## src/rtl/core/mfcr_pkg.sv

```systemverilog
// Shared types and constants for the management frame capture ring.
// No dependencies; used by mfcr_hdr_asm and mgmt_frame_capture_ring.
package mfcr_pkg;

   // One captured header record (196 bits)
   typedef struct packed {
      logic [3:0]         subtype;
      logic [3:0]         channel;
      logic signed [7:0]  rssi;
      logic [11:0]        seq_num;
      logic [47:0]        addr1;
      logic [47:0]        addr2;
      logic [47:0]        addr3;
      logic [11:0]        on_air_len;
      logic [11:0]        snap_len;
   } rec_type;

   // Events raised by the header assembler for the ring control
   typedef struct packed {
      logic commit;
      logic drop;
   } evt_type;

   localparam logic [1:0]  FC_TYPE_MGMT = 2'b00;
   localparam logic [11:0] HDR_LEN      = 12'd24;
   localparam logic [11:0] ADDR1_LO     = 12'd4;
   localparam logic [11:0] ADDR1_HI     = 12'd9;
   localparam logic [11:0] ADDR2_LO     = 12'd10;
   localparam logic [11:0] ADDR2_HI     = 12'd15;
   localparam logic [11:0] ADDR3_LO     = 12'd16;
   localparam logic [11:0] ADDR3_HI     = 12'd21;
   localparam logic [11:0] SEQ_LO_IDX   = 12'd22;
   localparam logic [11:0] SEQ_HI_IDX   = 12'd23;
   localparam logic [11:0] IDX_MAX      = 12'hFFF;

endpackage

```

## src/rtl/core/mfcr_hdr_asm.sv

```systemverilog
// Header assembler: filters frames at the first byte and collects header fields.
// Depends on mfcr_pkg (rec_type, evt_type, header byte positions).
module mfcr_hdr_asm #(
   parameter int SNAP_LIMIT = 256
) (
   input  logic               clock,
   input  logic               reset,
   input  logic [15:0]        want_mask,
   input  logic               byte_en,
   input  logic [7:0]         data_byte,
   input  logic               first_byte,
   input  logic               last_byte,
   input  logic               is_mgmt,
   input  logic [3:0]         rx_channel,
   input  logic signed [7:0]  rx_rssi,
   input  logic [11:0]        air_len,
   input  logic               ring_full,
   output mfcr_pkg::evt_type  evt,
   output mfcr_pkg::rec_type  rec
);

   localparam logic [11:0] SNAP_MAX = 12'(SNAP_LIMIT);

   logic              cap_ff, cap_in;
   logic [11:0]       idx_ff, idx_in;
   mfcr_pkg::rec_type rec_ff, rec_in;

   always_comb begin
      cap_in = cap_ff;
      idx_in = idx_ff;
      rec_in = rec_ff;
      evt    = '0;
      if (byte_en) begin
         if (first_byte) begin
            cap_in = 1'b0;
            idx_in = '0;
            if (is_mgmt && data_byte[3:2] == mfcr_pkg::FC_TYPE_MGMT &&
                want_mask[data_byte[7:4]]) begin
               if (ring_full) begin
                  evt.drop = 1'b1;
               end else begin
                  rec_in            = '0;
                  rec_in.subtype    = data_byte[7:4];
                  rec_in.channel    = rx_channel;
                  rec_in.rssi       = rx_rssi;
                  rec_in.on_air_len = air_len;
                  rec_in.snap_len   = (air_len > SNAP_MAX) ? SNAP_MAX : air_len;
                  cap_in            = 1'b1;
                  idx_in            = 12'd1;
               end
            end
         end else if (cap_ff) begin
            // short frames keep all header fields at zero
            if (rec_ff.on_air_len >= mfcr_pkg::HDR_LEN) begin
               if (idx_ff >= mfcr_pkg::ADDR1_LO && idx_ff <= mfcr_pkg::ADDR1_HI) begin
                  rec_in.addr1 = {rec_ff.addr1[39:0], data_byte};
               end else if (idx_ff >= mfcr_pkg::ADDR2_LO &&
                            idx_ff <= mfcr_pkg::ADDR2_HI) begin
                  rec_in.addr2 = {rec_ff.addr2[39:0], data_byte};
               end else if (idx_ff >= mfcr_pkg::ADDR3_LO &&
                            idx_ff <= mfcr_pkg::ADDR3_HI) begin
                  rec_in.addr3 = {rec_ff.addr3[39:0], data_byte};
               end else if (idx_ff == mfcr_pkg::SEQ_LO_IDX) begin
                  rec_in.seq_num = {4'b0000, rec_ff.seq_num[7:4], data_byte[7:4]};
               end else if (idx_ff == mfcr_pkg::SEQ_HI_IDX) begin
                  rec_in.seq_num = {data_byte, rec_ff.seq_num[3:0]};
               end
            end
            if (idx_ff != mfcr_pkg::IDX_MAX) begin
               idx_in = idx_ff + 12'd1;
            end
         end
         if (last_byte && cap_in) begin
            evt.commit = 1'b1;
            cap_in     = 1'b0;
         end
      end
   end

   always_ff @(posedge clock) begin
      if (reset) begin
         cap_ff <= 1'b0;
         idx_ff <= '0;
         rec_ff <= '0;
      end else begin
         cap_ff <= cap_in;
         idx_ff <= idx_in;
         rec_ff <= rec_in;
      end
   end

   // the committed record includes the byte that closes the frame
   assign rec = rec_in;

endmodule

```

## config.mk

```make
export PLATFORM = sky130hd
export DESIGN_NAME = mfcr_hdr_asm
export DESIGN_NICKNAME = d
export VERILOG_FILES = /design/src/rtl/core/mfcr_pkg.sv /design/src/rtl/core/mfcr_hdr_asm.sv
export SDC_FILE = /design/constraint.sdc
export NUM_CORES = 1
export LEC_CHECK = 0
export BUFFER_PORTS_ARGS = -buffer_cell sky130_fd_sc_hd__buf_4
export CAP_MARGIN = 20
export CELL_PAD_IN_SITES_DETAIL_PLACEMENT = 0
export CELL_PAD_IN_SITES_GLOBAL_PLACEMENT = 1
export CORE_MARGIN = 4
export CORE_UTILIZATION = 41
export CTS_BUF_LIST = sky130_fd_sc_hd__clkbuf_8
export CTS_CLUSTER_SIZE = 16
export DETAILED_ROUTE_END_ITERATION = 8
export PLACE_DENSITY = 0.83
export SYNTH_ARGS = -nofsm -noshare
export SYNTH_HDL_FRONTEND = slang
export SYNTH_SLANG_ARGS = --single-unit
```

## constraint.sdc

```tcl
create_clock -name clock -period 3.5 [get_ports clock]
set_clock_uncertainty 0.15 [all_clocks]
set_input_delay 0.525 -clock clock [delete_from_list [all_inputs] [get_ports clock]]
set_output_delay 0.525 -clock clock [all_outputs]
set_load 0.05 [all_outputs]
```

==> results of run 1 <==
## routing by layer
layer | vias to the layer above | track usage, % | part of all wire, %
met5 | - | 0 | 0
met4 | 0 | 7.87 | 2.9
met3 | 87 | 6.19 | 7.8
met2 | 476 | 41.7 | 47
met1 | 5791 | 34.5 | 42
li1 | 5586 | - | -
## logic make-up after synthesis
logic type,synth area share [%]
AO/OA/AOI/OAI,37.6
XOR/XNOR,0.249
adder cells (fa/ha/maj),0.474
buffers and inverters,5.58
flip-flops,39.6
multiplexers,1.35
AND/OR/NAND/NOR,15.2
## worst max-delay path, delay by kind of cell (launching register included)
kind / cells / cell delay [ps]
AO/OA/AOI/OAI: 1 / 210
flip-flops: 1 / 330
buffers and inverters: 5 / 730
AND/OR/NAND/NOR: 4 / 1210
## cell type report
class	instances	area (um^2)	share of cell area, %
flip-flops and latches	209	4190	25.7
multi-input cells	944	7160	43.9
clock inverters	15	60.1	0.368
diodes	1	2.50	0.0153
repair buffers	380	3800	23.3
inverters	7	26.3	0.161
clock buffers	49	674	4.13
well taps	330	413	2.53
## flip-flops by register name, summed over array words and instances, names as in the netlist
name	cells
rec_ff	196
idx_ff	12
cap_ff	1
## worst paths after layout
path	from	to	slack [ps]	cells after the start
setup / recovery	idx_ff[7]	rec[130]	-190	10
hold / removal	last_byte	cap_ff	70	2
setup reg to reg	idx_ff[7]	rec_ff[130]	630	11
hold reg to reg	rec_ff[169]	rec_ff[169]	320	2
## layout by cell type, fill, tap and decap left out, types with 16 or more instances in the layout
cell type | Yosys | routed
a21oi_1 | 230 | 113
a21oi_4 | 0 | 46
buf_12 | 0 | 22
buf_4 | 2 | 244
o21bai_1 | 61 | 60
clkbuf_8 | 0 | 50
nor2b_1 | 22 | 22
inv_1 | 7 | 18
dfxtp_1 | 209 | 204
a211oi_1 | 58 | 58
a21oi_2 | 0 | 71
a31oi_2 | 0 | 17
nand2_1 | 125 | 121
a311oi_1 | 59 | 59
o21ai_0 | 37 | 37
nand3_1 | 79 | 70
buf_6 | 3 | 91
a31oi_1 | 73 | 42
a22o_1 | 20 | 20
a22oi_2 | 0 | 16
## what timing repair did
| action | 4_1_cts | 5_1_grt |
|---|---|---|
| pin swaps | 45 | 64 |
| cloned | 13 | 7 |
| gates resized for setup | 201 | 129 |
| setup endpoints to repair | 147 | 149 |
| hold buffers | 0 | 0 |
| buffers inserted | 32 | 31 |
## power breakdown
group	switching [W]	internal (W)	total, W
clock	0.00102	0.00124	0.00227
combinational	0.000294	0.000136	0.000429
sequential	0.00000265	0.00238	0.00239
total	0.00132	0.00376	0.00508
## per-stage QoR
| step | setup TNS [ps] | setup slack [ps] | cells | cell area [um^2] | total power (W) |
|---|---|---|---|---|---|
| 2_1_floorplan | -8770 | -219 | 1297 | 10800 | 0.00267 |
| 3_3_place_gp | 0 | 236 | 1788 | 13100 | 0.00283 |
| 3_5_place_dp | 0 | 207 | 1788 | 13100 | 0.00283 |
| 4_1_cts | -11370 | -193 | 1897 | 15300 | 0.00510 |
| 5_1_grt | -22540 | -312 | 1935 | 16300 | 0.00526 |
| 6_report | -8930 | -188 | 1935 | 16300 | 0.00508 |
==> flow_summary.ini, run 1 <==
[floorplanning]
dieWidth_um = 169
initial_utilization_pct = 41.9
pin_count = 253
dieHeight_um = 169
fp-row-count = 58
core_area_um2 = 25300
die-area_um2 = 28400

[power]
pwr_density_cell_nw_per_um2 = 311
vdd_ir_drop_max_mv = 0.231
power_leakage_nw = 6.06

[setup_path]
setup.worst_path.end_class = output port
worstSetupPathType = register to output port
slowest_delay_ps = 530
crit_fanout = 5
slowest_stage = or4_4
cp_cell_sequence = or4_4 > or4_4 > buf_6 > nor3_4 > buf_6 > buf_8 > buf_12 > nand3_4 > a31oi_4 > buf_8
crit_arrival_ps = 3010
start_kind = register
cp.required_ps = 2820

[global_routing]
grt_usage_pct = 25.9
antenna_found_initial = 1
grt-ovfl-total = 0
grt_max_degree = 119
grt_pass1_vias = 11000
grt_first_pass_wirelength_mm = 60.6

[logic_synthesis]
async_flop_share_pct = 0
ys_top_cells_by_area = dfxtp_1 (40%), a21oi_1 (11%), a311oi_1 (4.9%)
ys_warn_count = 0
synth_top_area_cell = dfxtp_1
postSynthAreaPerCell_um2 = 8.15
yosys-top-cells-count = a21oi_1 (230), dfxtp_1 (209), nand2_1 (125), clkbuf_1 (105), nand3_1 (79)
netlist_area_um2 = 10600
synth_edf_count = 0
postSynthCellCount = 1297
ys_seq_elements = 209
yosys_most_used_dff = dfxtp_1
synth_cell_types = 61
synth-seq-area-share_pct = 39.6
yosys.cell_count.top_type = a21oi_1
yosysTopAreaCellShare_pct = 39.6
synth_fp_nets = 1356

[sta]
setup_viol = 88
finalCriticalPeriod_ps = 3690
setup_ws_ps = -188
slew_violations = 0
rsz0062_at_grt = yes
timing.fmax_ghz = 0.271
slew_headroom_pct = 52.8
finalHoldViolCount = 0
min_period_over_period_pct = 105
tightest_slew_ps = 702
hold_ws_ps = 70.5

[clock_network]
clock-root-buffer = clkbuf_8
path_clk_slew_ps = 60
htreeDepth = 2
cts_made_buffers = 39
clock_latency_ps = 510
cts.sinks = 209
cts.path.max_buffers = 3
cts_tree = done

[routing]
dr.pass1.iters = 5
drt_wl_total_mm = 40.9
vias = 11900
drc_errors = 0
initialDrtViolationCount = 1089
antenna_left = 0
viasPerCell = 6.17
wl_per_cell_um = 21.1

[final_layout]
layout-drive-gt1-share_pct = 40.0
final_nets = 1640
final_util_pct = 64.6
area_delta_synth_final_pct = 54.5
nFillCells = 2016

[run_status]
status = complete, but fails checks
violations = setup timing

[min_path]
hp-class = input port to register

[place]
dp_hpwl_mm = 24.3
gp_congestion = 0.860
portBuffers = 252

[run]
drv_cap = 0
(Power assumes the default switching activity.)
==> inputs of run 2 (changes only) <==
--- a/config.mk
+++ b/config.mk
@@ -10,11 +10,12 @@
 export CELL_PAD_IN_SITES_DETAIL_PLACEMENT = 0
 export CELL_PAD_IN_SITES_GLOBAL_PLACEMENT = 1
 export CORE_MARGIN = 4
-export CORE_UTILIZATION = 41
+export CORE_UTILIZATION = 44
 export CTS_BUF_LIST = sky130_fd_sc_hd__clkbuf_8
 export CTS_CLUSTER_SIZE = 16
 export DETAILED_ROUTE_END_ITERATION = 8
-export PLACE_DENSITY = 0.83
+export PLACE_DENSITY = 0.95
+export SLEW_MARGIN = 10
 export SYNTH_ARGS = -nofsm -noshare
 export SYNTH_HDL_FRONTEND = slang
 export SYNTH_SLANG_ARGS = --single-unit
==> constraint.sdc (replaced) <==
create_clock -name clock -period 4.3 [get_ports clock]
set_clock_uncertainty 0.15 [all_clocks]
set_input_delay 0.645 -clock clock [delete_from_list [all_inputs] [get_ports clock]]
set_output_delay 0.645 -clock clock [all_outputs]
set_load 0.05 [all_outputs]
==> run 2 against run 1 <==
  * The flow now finishes without violations
  * Register-to-register slack better by 780 ps
  * Critical path depth is 3 lower
  * Via count is 5.5% lower
  * Final cell count is 5.9% lower
  * Flip-flop and latch count stayed put
  * Critical endpoint is now rec[78]
  * Largest power group unchanged
==> flow_summary.ini, run 2 (synthesized netlist as in run 1, its figures left out) <==
[floorplanning]
pin_count = 253
dieWidth_um = 163
initial_utilization_pct = 44.9
die-area_um2 = 26600
dieHeight_um = 163
fp-row-count = 56
core_area_um2 = 23500

[final_layout]
top_register = rec_ff
area_delta_synth_final_pct = 25.6
layout-drive-gt1-share_pct = 23.1
top_regs = rec_ff (196), idx_ff (12), cap_ff (1)
largest_reg_flops = 196
final_common_cell = buf_4
diodes = 0
final_nets = 1543
final_cell_mix = buf_4 (277), a21oi_1 (230), dfxtp_1 (209)
nFillCells = 2250
design_area_um2 = 13300

[routing]
vias = 11300
initialDrtViolationCount = 1183
drt_wl_total_mm = 35.8
dr.pass1.iters = 7
drc_errors = 0
wl_per_cell_um = 19.7
antenna_left = 0
viasPerCell = 6.20

[setup_path]
cp_cell_sequence = or4_1 > or4_4 > nor4b_4 > buf_4 > a21oi_1 > a21oi_1 > buf_4
crit_family = simple AND/OR/NAND/NOR gates
cp.required_ps = 3500
worstSetupPathType = register to output port
slowest_delay_ps = 570
crit_fanout = 48
setup.worst_path.end_class = output port
crit_arrival_ps = 3340
start_kind = register
slowest_stage = or4_1
path_buf_inv = 2

[global_routing]
grt_first_pass_wirelength_mm = 55.1
grt_usage_pct = 25.1
grt_pass1_vias = 10200
grt-ovfl-total = 0
grt_max_degree = 117
antenna_found_initial = 0

[place]
placed_cell_area_um2 = 12700
portBuffers = 252
dp_hpwl_mm = 23.6
gp_congestion = 0.841

[sta]
timing.fmax_ghz = 0.242
slew_violations = 0
tightest_slew_ps = 1090
finalHoldViolCount = 0
tns_ps = 0
hold_ws_ps = 211
finalCriticalPeriod_ps = 4130
setup_viol = 0
min_period_over_period_pct = 96.1
rsz0062_at_grt = no
slew_headroom_pct = 27.3

[clock_network]
cts_tree = done
post_cts_buffers = 0
clock-root-buffer = clkbuf_8
path_clk_slew_ps = 60
cts_made_buffers = 38
htreeDepth = 2
cts.path.max_buffers = 3
clock_latency_ps = 520
hold_buffers = 0
cts.sinks = 209
cts_resized = 0

[run]
drv_cap = 0

[run_status]
status = completed

[power]
power_leakage_nw = 5.18
vdd_ir_drop_max_mv = 0.279
pwr_density_cell_nw_per_um2 = 292

[min_path]
hp-class = input port to register
==> run 2: changes by cell type in the layout (fill, tap and decap cells not counted), sizes merged <==
cell	change
buf	-88
clkbuf	-15
bufbuf	-2
inv	+2
clkinv	-1
clkinvlp	+1
diode	-1
==> run 2: layer usage <==
layer	GRT usage (%)	part of all wire [%]
met1	35.3	44
met2	38.8	46
met5	0	0
met3	6.28	8.5
met4	6.18	2.0
==> run 2: final cells by class <==
| class | instances | area [um^2] | share of cell area (%) |
|---|---|---|---|
| Multi-Input combinational cell | 944 | 5850 | 44.1 |
| Tap cell | 319 | 399 | 3.01 |
| Clock inverter | 17 | 70.1 | 0.528 |
| Timing Repair Buffer | 284 | 2190 | 16.5 |
| Inverter | 7 | 26.3 | 0.198 |
| Sequential cell | 209 | 4180 | 31.5 |
| Clock buffer | 40 | 551 | 4.15 |
==> run 2: worst paths after layout <==
check	endpoint	cells after the start	slack [ps]	start
max	rec[78]	7	170	idx_ff[7]
min	cap_ff	2	210	last_byte
max reg2reg	rec_ff[101]	6	1410	idx_ff[7]
min reg2reg	rec_ff[191]	2	330	rec_ff[191]
==> run 2: report_power, final <==
group | switching [W] | total [W] | internal (W) | leakage, nW
Sequential | 0.00000198 | 0.00194 | 0.00194 | 1.68
Combinational | 0.000204 | 0.000298 | 0.0000940 | 3.12
Clock | 0.000800 | 0.00164 | 0.000843 | 0.370
==> run 2: stage by stage <==
stage	std cells	util [%]	total power [W]	setup WS [ps]
3_5_place_dp	1763	53.7	0.00228	485
3_3_place_gp	1761	53.7	0.00228	-212
4_1_cts	1820	56.4	0.00392	156
5_1_grt	1820	56.4	0.00403	26.7
2_1_floorplan	1297	-	0.00217	341
6_report	1820	56.4	0.00388	166
